## src/sv/spq_tree.sv

```systemverilog
// ----------------------------------------------------------------------------
// spq_tree: registered readout of one cell by index
// Two-level AND-OR select: groups of eight, then across groups.
// ----------------------------------------------------------------------------
module spq_tree #(
    parameter int CAPACITY   = 64,
    parameter int DATA_WIDTH = 16,
    parameter int IW         = 6
) (
    input  logic                  i_clk,
    input  logic [DATA_WIDTH-1:0] i_data [CAPACITY],
    input  logic [IW-1:0]         i_idx,
    output logic [DATA_WIDTH-1:0] o_data
);

    localparam int GS = 8;
    localparam int NG = (CAPACITY + GS - 1) / GS;

    logic [DATA_WIDTH-1:0] w_mask [NG*GS];
    logic [DATA_WIDTH-1:0] r_grp  [NG];
    logic [DATA_WIDTH-1:0] r_sel;
    logic [DATA_WIDTH-1:0] w_or;

    for (genvar k = 0; k < NG*GS; k++) begin : g_mask
        if (k < CAPACITY) begin : g_real
            assign w_mask[k] = (i_idx == IW'(k)) ? i_data[k] : '0;
        end else begin : g_pad
            assign w_mask[k] = '0;
        end
    end

    for (genvar g = 0; g < NG; g++) begin : g_grp
        logic [DATA_WIDTH-1:0] w_acc;
        always_comb begin
            w_acc = '0;
            for (int j = 0; j < GS; j++) begin
                w_acc = w_acc | w_mask[g*GS+j];
            end
        end
        always_ff @(posedge i_clk) begin
            r_grp[g] <= w_acc;
        end
    end

    always_comb begin
        w_or = '0;
        for (int g = 0; g < NG; g++) begin
            w_or = w_or | r_grp[g];
        end
    end

    always_ff @(posedge i_clk) begin
        r_sel <= w_or;
    end

    assign o_data = r_sel;

endmodule

```

## config.mk

```make
export PLATFORM = sky130hd
export DESIGN_NAME = spq_tree
export DESIGN_NICKNAME = d
export VERILOG_FILES = /design/src/sv/spq_tree.sv
export SDC_FILE = /design/constraint.sdc
export NUM_CORES = 1
export LEC_CHECK = 0
export ABC_AREA = 1
export BUFFER_PORTS_ARGS = -buffer_cell sky130_fd_sc_hd__buf_4
export CAP_MARGIN = 20
export CORE_AREA = 2 2 409 411
export DETAILED_ROUTE_END_ITERATION = 10
export DIE_AREA = 0 0 411 413
export PLACE_DENSITY = 0.3
export SETUP_SLACK_MARGIN = 0.5
export SLEW_MARGIN = 15
export SYNTH_ARGS = -nofsm -noshare
export SYNTH_HDL_FRONTEND = slang
export SYNTH_SLANG_ARGS = --single-unit
```

## constraint.sdc

```tcl
create_clock -name i_clk -period 1.2 [get_ports i_clk]
set_input_delay 0.18 -clock i_clk [delete_from_list [all_inputs] [get_ports i_clk]]
set_output_delay 0.18 -clock i_clk [all_outputs]
set_load 0.01 [all_outputs]
```

# --- Yosys cells after proc, flatten, opt, wreduce, memory -nomap -nowiden ---
# Memories as Yosys holds them, arrays and structs flattened.
# Cells that the tools add are included.
op_classes:
  reduce_logical: 1
  bitwise_logic: 63
  n_mux: 64
  multipliers: 0
  div: 0
  order_cmp: 0
  n_shift: 0
  add_sub_neg: 0
  eq_ne: 63
ops:
  columns: ["operator", "count"]
  rows:
  - ["two-way mux 16 bit", 64]
  - ["OR 16 bit", 63]
  - ["== test 6 bit (second input constant)", 32]
  - ["== test 6 x 5 -> 1 bit (second input constant)", 16]
  - ["== test 6 x 4 -> 1 bit (second input constant)", 8]
  - ["== test 6 x 3 -> 1 bit (second input constant)", 4]
  - ["== test 6 x 2 -> 1 bit (second input constant)", 2]
  - ["== test 6 x 1 -> 1 bit (second input constant)", 1]
  - ["zero test 6 bit", 1]
totals:
  input_bits: 1031
  ram_bits: 128
  register_bits: 16
  rom_bits: 0
  word_cells: 193
  latch_bits: 0
  mem_count: 1
  output_inout_bits: 16
memory_table:
  columns: ["memory", "words", "width", "read_ports", "rd_ports_with_merged_regs", "write_ports", "line_no", "rtl"]
  rows:
  - ["r_grp", 8, 16, 8, 0, 8, "20", "logic [DATA_WIDTH-1:0] r_grp [NG];"]

# --- Depth between registers and ports, before layout ---
logic_depth:
  word_depth: 9
  ltp_mapped: 8
  mapped_depth_nobuf: 7

# --- Least setup slack after synthesis ---
# Ideal clock, no wire load.
synth_path:
  path_kind: "in2reg"
  from: "in i_idx[5]"
  to: "mem r_grp[1][5], in the netlist r_grp[0][21]"
  t_required_ns: 1.142
  path_slack_ns: 0.089
  stages: 7
  path_buffers: 2
  t_arrival_ns: 1.053
  path_cell_list: "nor2_1 buf_2 clkbuf_1 nand4_1 nand2_1 nor2_1 nand2_1"
synth_lines:
  columns: ["item", "line_no", "rtl"]
  rows:
  - ["start, declared", "12", "input logic [IW-1:0] i_idx,"]
  - ["end, declared", "20", null]

# --- Worst setup path in the final report ---
layout_path:
  from: "reg r_sel[2], in the netlist o_data[2]"
  to: "out o_data[2]"
layout_lines:
  columns: ["item", "line_no", "rtl"]
  rows:
  - ["start, declared", "21", "logic [DATA_WIDTH-1:0] r_sel;"]
  - ["start signal, assigned", "53", "r_sel <= w_or;"]
  - ["end, declared", "13", "output logic [DATA_WIDTH-1:0] o_data"]
# No word-level cell between the ends.

==> out/metrics.yaml <==
outcome:
  run_status: "complete, but fails checks"
  violations: "negative hold slack"
detailed_routing:
  post_drt_wl_per_cell_um: 28.25
  route.detailed.drc: 0
  vias_per_cell: 3.959
  drt.antenna.violating_nets: 0
  routed_wl_um: 182600
  dr.first_iter.drc_count: 1582
  first_pass_iters: 5
  vias: 25596
critical_path:
  critPathArrivalTime_ns: 1.02
  path_delay_family: "flip-flops"
  path_depth: 1
  critPathMaxFanout: 1
  critPathBufInv: 1
  cp_slowest_stage_delay_ns: 0.35
  ff2ff_path_depth: 3
  worstSetupStartpointType: "flip-flop"
  critPathSlowestCell: "dfxtp_2"
  setup.worst_path.end_class: "output port"
  cp.required_ns: 1.02
  worst-setup-path-type: "flip-flop to output port"
  cp_cell_sequence: "buf_6"
placement:
  dp_hpwl_um: 131400
  port_buffers: 1046
  gp_congestion: 0.9083
  pre_cts_ws_ns: -0.8861
clocking:
  cts_max_path_buffers: 2
  clk_pin_slew_ns: 0.08
  cts_made_buffers: 17
  clkSinkCount: 144
  cts_tree: "done"
  h-tree-depth: 4
  cts_root_buf: "clkbuf_16"
  clock_latency_ns: 0.54
power_and_ir_drop:
  sw_frac_of_total: 0.3708
  ir_drop_v: 0.0009407
  intPower_mw: 13.56
  p_per_area_nw_per_um2: 541.7
  comb_power_share: 0.479
  p_leak_nw: 18.36
  pwr-share-seq: 0.254
  clock_power_share: 0.267
  switchingPower_mw: 7.992
die:
  pin_count: 1047
  rows: 150
  start_util: 0.08041
  core_area_um2: 165900
  die_w_um: 411
  fp.dieH_um: 413
  dieArea_um2: 169700
global_route:
  antenna_found_initial: 36
  grt.overflow.total: 0
  grt_pass1_vias: 26053
  grt.total_usage: 0.2013
  grt_first_pass_wirelength_um: 228400
  grt_max_degree: 49
timing:
  fin_ws_ns: 0.00006783
  relSlewSlack: 0.7016
  min_period_ns: 1.200
  fmax_ghz: 0.8334
  post-route-period-util: 0.9999
  slew_violations: 0
  hold_viol: 9
  rsz0062_at_grt: "true"
  fin_worst_skew_ns: 0.01781
  hold_slack_ns: -0.04001
  setup_viol: 0
  tightestPinTransition_ns: 0.4470
hold_path:
  hp-class: "input pin to flip-flop"
  min_path_cells: 5
yosys:
  synthDistinctLibCells: 17
  syn_avg_cell_area_um2: 5.610
  yosysWarnings: 0
  syn_area_um2: 13340
  ys_ff_latch: 144
  synthCells: 2378
  yosysSeqAreaShare: 0.2161
  async_flop_share: 0
  yosys_most_used_dff: "dfxtp_1"
  synth-edff-count: 0
  syn_nets: 3409
layout:
  nets: 5257
  layout_common_cells: "buf_4 (1,217), nand3_1 (541), nand2_1 (443)"
  layout.cells.most_common: "buf_4"
  drive_gt1_frac: 0.5648
  areaGrowthSynthToFinish_pct: 198.3
  fill_cells: 18601
flow_run:
  cap_violations: 0
power by group through the flow:
stage,Combinational (mW),Sequential (mW),Clock [mW]
3_3_place_gp,6.82,5.54,0
3_5_place_dp,6.79,5.52,0
4_1_cts,9.74,5.48,6.12
6_report,10.3,5.47,5.76
5_1_grt,10.7,5.51,6.20
2_1_floorplan,1.65,5.33,0
state kept, by name (all words and copies together), names as in the netlist:
name,flops
r_grp,128
o_data,16
repair_timing:
item | in CTS | in global routing
gates resized for setup | 679 | 465
buffers inserted | 140 | 47
cloned | 50 | 21
hold endpoints to repair | 122 | 36
pin swaps | 270 | 333
hold buffers | 436 | 5
endpoints found under the setup margin | 160 | 160
cell usage after synthesis, types with 3 or more instances:
library cell,n,area (um2)
buf_1,20,75.07
nor2_1,260,975.9
inv_1,6,22.52
nand4_1,192,1201
clkbuf_1,47,176.4
nor2_4,13,146.4
nand3_1,832,4164
buf_2,128,640.6
nand2_1,660,2477
dfxtp_1,144,2883
nand2_2,3,18.77
inv_2,3,11.26
nor4_1,32,200.2
buf_6,15,168.9
buf_4,20,150.1
final cells by class:
type	count	area, um2	area share
inverter	9	136.4	0.003427
multi-input combinational	1995	12510	0.3144
antenna	22	55.05	0.001384
clock inverter	14	122.6	0.003081
sequential	144	3010	0.07565
tap	2204	2758	0.06930
clock buffer	18	429.2	0.01079
timing repair buffer	2058	20760	0.5217
timing repair inverter	1	8.758	0.0002201
cell families (layout without fill, tap and decap cells):
logic type,after synthesis,count (layout),synth area share
other,0,22,0
buffers and inverters,239,2100,0.09332
AND/OR/NAND/NOR,1995,1995,0.6906
flip-flops,144,144,0.2161
routing by layer:
metal | global-route usage | share of wire | vias up
li1 | - | - | 12006
met1 | 0.2440 | 0.41 | 12395
met2 | 0.3630 | 0.51 | 989
met3 | 0.03193 | 0.049 | 200
met4 | 0.05817 | 0.029 | 6
met5 | 0 | 0.00023 | -
final timing paths:
kind | from | to | slack (ns)
worst max-delay path | o_data[2] | o_data[2] | 0.00007
worst min-delay path | i_data[877] | r_grp[0][29] | -0.04
worst max register to register | r_grp[0][10] | o_data[10] | 0.06
worst min register to register | r_grp[0][45] | o_data[13] | 0.42
per-stage QoR:
step                      instance area (um2)  setup TNS, ns    util  instances  power [mW]
after floorplan                         14370              0       -       2378       6.984
after global placement                  26620         -63.90  0.1604       5712       12.35
after detailed placement                26620         -64.19  0.1604       5712       12.32
after CTS                               36910        -0.6158  0.2225       6370       21.34
after global routing                    39780        -0.2812  0.2398       6459       22.46
final                                   39790              0  0.2398       6465       21.55
No activity file was read; power rests on OpenSTA's default activity.
