<file path="src/sv/spq_pkg.sv">
// ----------------------------------------------------------------------------
// spq_pkg: shared codes for the sorted priority queue
// Operation, status and cell command codes, and the cell control bundle.
// ----------------------------------------------------------------------------
package spq_pkg;

    localparam logic [1:0] FN_INSERT   = 2'd0;
    localparam logic [1:0] FN_POP_HIGH = 2'd1;
    localparam logic [1:0] FN_POP_LOW  = 2'd2;
    localparam logic [1:0] FN_PEEK     = 2'd3;

    localparam logic [1:0] ST_OK    = 2'd0;
    localparam logic [1:0] ST_EMPTY = 2'd1;
    localparam logic [1:0] ST_FULL  = 2'd2;

    localparam int PRI_WIDTH = 32;

    typedef enum logic [1:0] {
        CELL_HOLD   = 2'd0,
        CELL_INSERT = 2'd1,
        CELL_SHIFT  = 2'd2
    } t_cell_op;

    // Broadcast to every cell in the chain
    typedef struct packed {
        t_cell_op                    op;
        logic signed [PRI_WIDTH-1:0] pri;
    } t_cell_ctl;

endpackage

</file>
<file path="src/sv/spq_cell.sv">
// ----------------------------------------------------------------------------
// spq_cell: one slot of the sorted chain
// Holds one priority/data entry; compares against the broadcast priority and
// takes its own value, the new entry, or a neighbor's entry.
// ----------------------------------------------------------------------------
module spq_cell
    import spq_pkg::*;
#(
    parameter int IDX        = 0,
    parameter int DATA_WIDTH = 16,
    parameter int CW         = 7
) (
    input  logic                        i_clk,
    input  t_cell_ctl                   i_ctl,
    input  logic [DATA_WIDTH-1:0]       i_new_data,
    input  logic [CW-1:0]               i_count,
    input  logic                        i_prev_lt,
    input  logic signed [PRI_WIDTH-1:0] i_prev_pri,
    input  logic [DATA_WIDTH-1:0]       i_prev_data,
    input  logic signed [PRI_WIDTH-1:0] i_next_pri,
    input  logic [DATA_WIDTH-1:0]       i_next_data,
    output logic                        o_lt,
    output logic signed [PRI_WIDTH-1:0] o_pri,
    output logic [DATA_WIDTH-1:0]       o_data
);

    logic signed [PRI_WIDTH-1:0] r_pri, n_pri;
    logic [DATA_WIDTH-1:0]       r_data, n_data;
    logic                        w_occ;

    assign w_occ = CW'(IDX) < i_count;
    assign o_lt  = w_occ && (r_pri < i_ctl.pri);

    always_comb begin
        n_pri  = r_pri;
        n_data = r_data;
        case (i_ctl.op)
            CELL_INSERT: begin
                // strictly smaller entries stay; the new entry lands at the boundary
                if (!o_lt) begin
                    if (i_prev_lt) begin
                        n_pri  = i_ctl.pri;
                        n_data = i_new_data;
                    end else begin
                        n_pri  = i_prev_pri;
                        n_data = i_prev_data;
                    end
                end
            end
            CELL_SHIFT: begin
                n_pri  = i_next_pri;
                n_data = i_next_data;
            end
            default: begin
            end
        endcase
    end

    always_ff @(posedge i_clk) begin
        r_pri  <= n_pri;
        r_data <= n_data;
    end

    assign o_pri  = r_pri;
    assign o_data = r_data;

endmodule

</file>
<file path="config.mk">
export PLATFORM = sky130hd
export DESIGN_NAME = spq_cell
export DESIGN_NICKNAME = d
export VERILOG_FILES = /design/src/sv/spq_pkg.sv /design/src/sv/spq_cell.sv
export SDC_FILE = /design/constraint.sdc
export NUM_CORES = 1
export LEC_CHECK = 0
export BUFFER_PORTS_ARGS = -buffer_cell sky130_fd_sc_hd__buf_2
export CORE_MARGIN = 2
export CORE_UTILIZATION = 47
export CTS_BUF_LIST = sky130_fd_sc_hd__clkbuf_4 sky130_fd_sc_hd__clkbuf_8
export CTS_CLUSTER_SIZE = 20
export DETAILED_ROUTE_END_ITERATION = 10
export PLACE_DENSITY_LB_ADDON = 0.05
export SLEW_MARGIN = 25
export SYNTH_ARGS = -nofsm -noshare
export SYNTH_HDL_FRONTEND = slang
export SYNTH_SLANG_ARGS = --single-unit
export TNS_END_PERCENT = 5
</file>
<file path="constraint.sdc">
create_clock -name i_clk -period 8.4 [get_ports i_clk]
set_clock_uncertainty 0.15 [all_clocks]
set_input_delay 1.68 -clock i_clk [delete_from_list [all_inputs] [get_ports i_clk]]
set_output_delay 1.68 -clock i_clk [all_outputs]
set_load 0.03 [all_outputs]
</file>
; After elaboration in Yosys (flattened, before gate mapping)
; Cells that the tools add are included.
[op_classes]
n_lt_le_gt_ge = 2
reduce_logical = 3
n_mux = 6
eq_ne = 3
[op_table]
columns = operator, n
row1 = $mux 32, 2
row2 = $pmux 32 s2, 1
row3 = $lt 32x32->1, 1
row4 = $mux 16, 2
row5 = $pmux 16 s2, 1
row6 = $lt 1x7->1 const A, 1
row7 = $eq 2x1->1 const B, 1
row8 = $eq 2x2->1 const B, 1
row9 = $ne 2x2->1 const B, 1
row10 = $reduce_and 2->1, 1
row11 = $reduce_bool 2->1, 1
row12 = $logic_and 1x1->1, 1
[totals]
out_inout_bits = 49
regBits = 48

; Longest topological paths before layout
; Gate-level depths: netlist of the first run.
[depth]
word_depth = 4
ltp_mapped = 8

; Worst setup path before layout of the first run
; No wires, ideal clock.
[synth_timing]
path_type = input port to flip-flop
startpoint = in i_ctl[7] (netlist name)
endpoint = reg r_data[0], in the netlist o_data[0] (enable)
arrival_ns = 4.960
path_slack_ns = 2.836
path_stages = 7
cell_sequence = inv_1 ha_1 nand4_1 o311a_1 o41ai_2 a211oi_1 a311oi_2
[synth_between]
elab_chain_cells = 4
[synth_rtl]
columns = item, line
row1 = start: declaration, spq_cell.sv:14  ; input t_cell_ctl i_ctl,
row2 = $lt 32x32->1, spq_cell.sv:32  ; assign o_lt = w_occ && (r_pri < i_ctl.pri);
row3 = $logic_and 1x1->1, spq_cell.sv:32
row4 = $ne 2x2->1 (no source line), n/a
row5 = $reduce_and 2->1 (no source line), n/a
row6 = end signal: assignment, spq_cell.sv:61  ; r_data <= n_data;
row7 = end: declaration, spq_cell.sv:28  ; logic [DATA_WIDTH-1:0] r_data, n_data;
; Every way passes these cells.
; A chain may end at the register's enable or synchronous reset.

; Worst setup path in the final report of the first run
[layout_timing]
startpoint = in i_ctl[31] (netlist name)
endpoint = out o_lt
[layout_between]
elab_chain_cells = 2
[layout_rtl]
columns = item, line
row1 = $lt 32x32->1, spq_cell.sv:32
row2 = $logic_and 1x1->1, spq_cell.sv:32
row3 = end: declaration, spq_cell.sv:22  ; output logic o_lt,
; Every way passes these cells.

==> results of run 1 <==
## sequential cells by signal (all words and copies together) (netlist names)
| register | flops |
|---|---|
| o_data | 16 |
| o_pri | 32 |
## cell type report
type / count / area (um^2)
clock buffer: 5 / 68.8
fill: 583 / 2270
inverter: 31 / 116
clock inverter: 2 / 60.1
tap: 80 / 100
multi-input combinational: 235 / 1660
sequential: 48 / 1440
timing repair buffer: 206 / 1040
## routing by layer
metal,up-vias,wire [um],GRT usage (%)
met2,121,4070,37.9
met5,-,0,0
met1,1268,3420,25.4
met3,12,722,6.64
met4,0,138,6.01
li1,1578,-,-
## stage by stage
| step | setup WS, ns | instance area, um^2 | util, % | hold WS (ns) |
|---|---|---|---|---|
| finish | 3.06 | 4480 | 66.4 | 1.12 |
| global route | 2.93 | 4480 | 66.4 | 1.21 |
| CTS | 3.06 | 4480 | 66.4 | 1.14 |
| detailed placement | 3.07 | 4360 | 64.5 | 1.10 |
| global placement | 3.10 | 4360 | 64.5 | 1.08 |
| floorplan | 2.84 | 3280 | - | 1.56 |
## worst paths after layout
check,start,end,slack [ns],cells past startpoint
max,i_ctl[31],o_lt,3.06,10
min,o_pri[31]$_DFFE_PP_,o_pri[31]$_DFFE_PP_,1.12,4
max reg2reg,o_pri[7]$_DFFE_PP_,o_pri[20]$_DFFE_PP_,4.79,7
min reg2reg,o_pri[31]$_DFFE_PP_,o_pri[31]$_DFFE_PP_,1.12,4
## worst max-delay path: cells and delay by family
kind | cells | cell delay, ns
buf+inv | 3 | 0.36
compound gates | 3 | 0.69
mux | 1 | 0.19
fa+ha+maj | 1 | 0.35
simple gates | 2 | 0.24
## cell usage after synthesis (5+ instances only)
library cell	instances	share of area [%]
edfxtp_1	48	44
ha_1	31	12
o21ai_0	52	7.9
mux2i_1	49	15
nor2_1	5	0.57
buf_2	5	0.76
nand2_1	58	6.6
clkbuf_1	10	1.1
nand4_1	6	1.1
a21oi_1	13	2.0
inv_1	31	3.6
## kinds of logic (layout without fill, tap and decap cells)
logic type               Yosys count  count (layout)
AND/OR/NAND/NOR                   79              79
AO/OA/AOI/OAI                     75              75
multiplexers                      49              49
flip-flops                        48              48
buffers and inverters             48             244
adder cells (fa/ha/maj)           31              31
XOR/XNOR                           1               1
## power by group through the flow
stage | combinational (W) | clock, W | sequential, W
floorplan | 0.000103 | 0 | 0.000395
global placement | 0.000263 | 0 | 0.000327
detailed placement | 0.000267 | 0 | 0.000329
CTS | 0.000267 | 0.000200 | 0.000324
global route | 0.000292 | 0.000210 | 0.000327
finish | 0.000264 | 0.000195 | 0.000323
==> results.md, run 1 <==
* Antenna violations before repair at 0
* Final Max Slew Viols at 0
* Largest net degree at the start of global routing at 65
* Overall power at 0.000782 W
* Critical-path maximum fanout at 6
* Sw Pwr at 0.000259 W
* Share of post-route cells with drive strength above 1 at 41.0%
* Post-synthesis register bit count at 48
* CTS Root Cell: clkbuf_8
* Switch share at 33.1%
* Vias in the first global route at 2862
* DR iter-0 viols at 84
* Setup Viol. Count Final at 0
* Yosys warning total at 0
* Die W at 87.5 um
* Register area share after synthesis at 44.0%
* Gr usage total at 21.6%
* Adder-cell share of the synthesized area at 11.8%
* Pint at 0.000523 W
* First-pass GRT wire length at 12.8 mm
* Main combinational cell family by area after synthesis: multiplexers
* Slew @ Worst Pin at 0.993 ns
* Via/cell ratio at 4.91
* Htree depth at 2
* Cells after Synth at 331
* Cell Pwr Density at 174 nW/um^2
* Max_cap viols at 0
* Final hold violations at 0
* Max Buffers Root-to-Sink at 2
* GRT overflow at 0
* # rows at 30
* Synth Cell Area at 3280 um^2
* Worst-path cell chain: buf_2 > inv_1 > ha_1 > nand4_1 > nor2_1 > a221oi_1 > o211ai_1 > a21oi_1 > mux2i_1 > buf_2
* Post-route insts no fill at 607
* Number of synthesized flops with an enable pin at 48
* Area grow syn2layout at 36.9%
* # port buffers at 203
* Post-CTS sizing at 0
* Hold Path Class: register to register
* Worst-path clk slew at 0.09 ns
* Complex-gate fraction of the synthesized area at 12.8%
* Mux share of post-synthesis cell area at 15.0%
* Crit start category: input pin
* Ys async rst share at 0%
* CP endpoint kind: output port
* Quantity of hold-fixing buffers added after cts at 0
* CTS Buf Count at 5
* Ys flop type: edfxtp_1
* Starting Density at 48.5%
* Clk sinks at 48
* Setup TNS at 0 ns
* # diodes at 0
* Final min period at 5.34 ns
* Unrepaired setup endpoints after global routing: false
* Vias at 2979
* XOR/XNOR share of the synthesized area at 0.267%
* Core ar. at 6760 um^2
* Syn Nets at 517
* Setup bufs post-CTS at 0
* Yosys cell types at 28
* Leakage at 2.27 nW
* Worst-skew pair later-pin latency at 0.30 ns
* # IOs at 204
* Peak VDD IR at 77.3 uV
* Syn_area_per_cell at 9.90 um^2
* Chip Height at 87.5 um
* Most used cell, CP: buf_2
* Commonest non-fill, non-tap cell in the layout: buf_2
* Max transition margin at 33.8%
* Logic pwr share at 33.8%
* Die Footprint at 7650 um^2
* Worst EP required at 6.57 ns
* Placed cells at 600
* Max frequency at 0.187 GHz
* Final HPWL DP at 6.73 mm
* Final ANT Viol Nets at 0
* CTS tree: yes
* Fin crit share at 63.5%
* 1st-pass router iterations at 4
* GPL Wtd Cong at 0.752
* DRC errors left at 0
* Flop pwr share at 41.3%
* Crit path arrival time at 3.51 ns
* CP max-delay cell: ha_1
* Status: complete, no violations
* Clock power frac at 24.9%
* CP peak stage delay at 0.35 ns
* Overall routed net length at 8.36 mm
* Setup CP Type: input pin to output port
* NumNets Final at 713
* Synth Area in Simple Gates at 10.2%
* Most frequent cells in the layout: buf_2 (203), nand2_1 (58), o21ai_0 (52)
* Wire per inst at 13.8 um
(Power assumes the default switching activity.)
==> run 2, diff against run 1 <==
--- a/config.mk
+++ b/config.mk
@@ -7,7 +7,7 @@
 export LEC_CHECK = 0
 export BUFFER_PORTS_ARGS = -buffer_cell sky130_fd_sc_hd__buf_2
 export CORE_MARGIN = 2
-export CORE_UTILIZATION = 47
+export CORE_UTILIZATION = 40
 export CTS_BUF_LIST = sky130_fd_sc_hd__clkbuf_4 sky130_fd_sc_hd__clkbuf_8
 export CTS_CLUSTER_SIZE = 20
 export DETAILED_ROUTE_END_ITERATION = 10
==> constraint.sdc (replaced) <==
create_clock -name i_clk -period 4.3 [get_ports i_clk]
set_clock_uncertainty 0.15 [all_clocks]
set_input_delay 0.86 -clock i_clk [delete_from_list [all_inputs] [get_ports i_clk]]
set_output_delay 0.86 -clock i_clk [all_outputs]
set_load 0.03 [all_outputs]
==> run 2 against run 1 <==
Compared with the run above:
- critical path depth stayed put
- design area is 0.17% higher
- clock power is 40% higher
- global-route usage is 3.2 points lower
- final cell count is 4.6% higher
- worst setup slack worse by 2.5 ns
- via count is 3.1% higher
==> results.md, run 2 (synthesized netlist as in run 1, its figures left out) <==
* GRT overflow at 0 (unchanged)
* WHS at 0.675 ns (-0.444 ns)
* Clk sinks at 48 (unchanged)
* # IOs at 204 (unchanged)
* Max Buffers Root-to-Sink at 2 (unchanged)
* GRT Max-Usage Layer: met2
* Via/cell ratio at 4.84 (-1.5%)
* Quantity of hold-fixing buffers added after cts at 0 (unchanged)
* Leakage at 2.26 nW (-0.69%)
* Die W at 94.5 um (+8.0%)
* Post-CTS sizing at 0 (unchanged)
* Max frequency at 0.267 GHz
* Setup bufs post-CTS at 0 (unchanged)
* Post-route insts no fill at 635 (+4.6%)
* DR iter-0 viols at 58 (-31%)
* Starting Density at 40.5% (-8.0 points)
* Wire per inst at 13.1 um (-4.8%)
* # rows at 33 (+10%)
* Vias in the first global route at 2883 (+0.73%)
* # diodes at 0 (unchanged)
* Max_cap viols at 0 (unchanged)
* Unrepaired setup endpoints after global routing: false
* GPL Wtd Cong at 0.758 (+0.81%)
* Chip Height at 94.5 um (+8.0%)
* Critical-path maximum fanout at 3 (-3)
* DRC errors left at 0 (unchanged)
* Placed cells at 627 (+4.5%)
* Met2 GRT Util at 32.8% (-5.2 points)
* First-pass GRT wire length at 12.8 mm (+0.22%)
* Max transition margin at 60.0% (+26 points)
* Final min period at 3.74 ns
* Crit path arrival time at 2.73 ns (-0.78 ns)
* Final HPWL DP at 6.68 mm (-0.63%)
* Fin crit share at 87.0%
* Worst-skew pair later-pin latency at 0.30 ns (about the same)
* Hold Path Class: input pin to register
* Max FFs per register at 32 (unchanged)
* Cell Pwr Density at 317 nW/um^2 (+82%)
* Gr usage total at 18.4% (-3.2 points)
* Antenna violations before repair at 0 (unchanged)
* Vias at 3071 (+3.1%)
* NumNets Final at 715 (+0.28%)
* Core ar. at 8090 um^2 (+20%)
* Die Footprint at 8930 um^2 (+17%)
* Grt met3 use at 5.75% (-0.89 points)
* Crit start category: input pin
* Setup CP Type: input pin to output port
* CTS Root Cell: clkbuf_8
* Slew @ Worst Pin at 0.601 ns (-0.392 ns)
* Overall power at 0.00142 W (+82%)
* CTS tree: yes
* Share of post-route cells with drive strength above 1 at 41.1% (+0.15 points)
* Post-Route Utilization at 55.5% (-11 points)
* Final hold violations at 0 (unchanged)
* Area grow syn2layout at 37.1%
* CTS Buf Count at 5 (unchanged)
* Final Max Slew Viols at 0 (unchanged)
* Peak VDD IR at 161 uV (+110%)
* Largest net degree at the start of global routing at 69 (+6.2%)
* Most frequent cells in the layout: buf_2 (202), nand2_1 (58), o21ai_0 (52)
* Overall routed net length at 8.33 mm (-0.36%)
* Htree depth at 2 (unchanged)
* 1st-pass router iterations at 6 (+2)
* Status: complete, no violations
* # port buffers at 203 (unchanged)
* Setup Viol. Count Final at 0 (unchanged)
* Setup TNS at 0 ns (unchanged)
* Commonest non-fill, non-tap cell in the layout: buf_2
* Met1 Usage GRT at 21.5% (-3.9 points)
* CP endpoint kind: output port
* Worst-path clk slew at 0.10 ns (about the same)
* Worst EP required at 3.29 ns (-3.28 ns)
* Final ANT Viol Nets at 0 (unchanged)
==> run 2: area by class of cell <==
type | count | area, um^2
Timing Repair Buffer | 208 | 1060
Tap cell | 105 | 131
Inverter | 31 | 116
Clock inverter | 3 | 18.8
Fill cell | 798 | 3600
Sequential cell | 48 | 1440
Clock buffer | 5 | 68.8
Multi-Input combinational cell | 235 | 1660
==> run 2: path summary, 6_finish.rpt <==
| kind | startpoint | end | slack, ns | cells after the start |
|---|---|---|---|---|
| max | i_ctl[21] | o_lt | 0.56 | 10 |
| min | i_next_pri[26] | o_pri[26]$_DFFE_PP_ | 0.67 | 3 |
| max reg2reg | o_pri[7]$_DFFE_PP_ | o_data[2]$_DFFE_PP_ | 1.35 | 7 |
| min reg2reg | o_pri[31]$_DFFE_PP_ | o_pri[31]$_DFFE_PP_ | 1.10 | 5 |
==> run 2: stage by stage <==
stage	instance area (um^2)	setup slack, ns
2_1_floorplan	3290	0.269
4_1_cts	4490	0.553
6_report	4490	0.560
3_5_place_dp	4400	0.553
3_3_place_gp	4400	0.639
5_1_grt	4490	0.429
==> run 2: report_power, final <==
group	switching (W)	leakage, nW	internal [W]	total, W
registers	0.0000252	0.461	0.000605	0.000630
clock network	0.000160	0.0378	0.000113	0.000273
logic	0.000330	1.76	0.000190	0.000519
==> run 2: critical path, stage by stage <==
cell and delay (ns):
buf_2 0.09, inv_1 0.04, ha_1 0.30, a21oi_1 0.16, o21ai_0 0.14, a221oi_1 0.29, o211ai_1 0.23, a21oi_1 0.20
mux2i_1 0.19, buf_2 0.22
==> run 2: routing by layer <==
layer  share of wire [%]  wire [um]
met1                  42       3480
met4                 1.3        110
met5                   0          0
met3                 9.4        779
met2                  47       3950
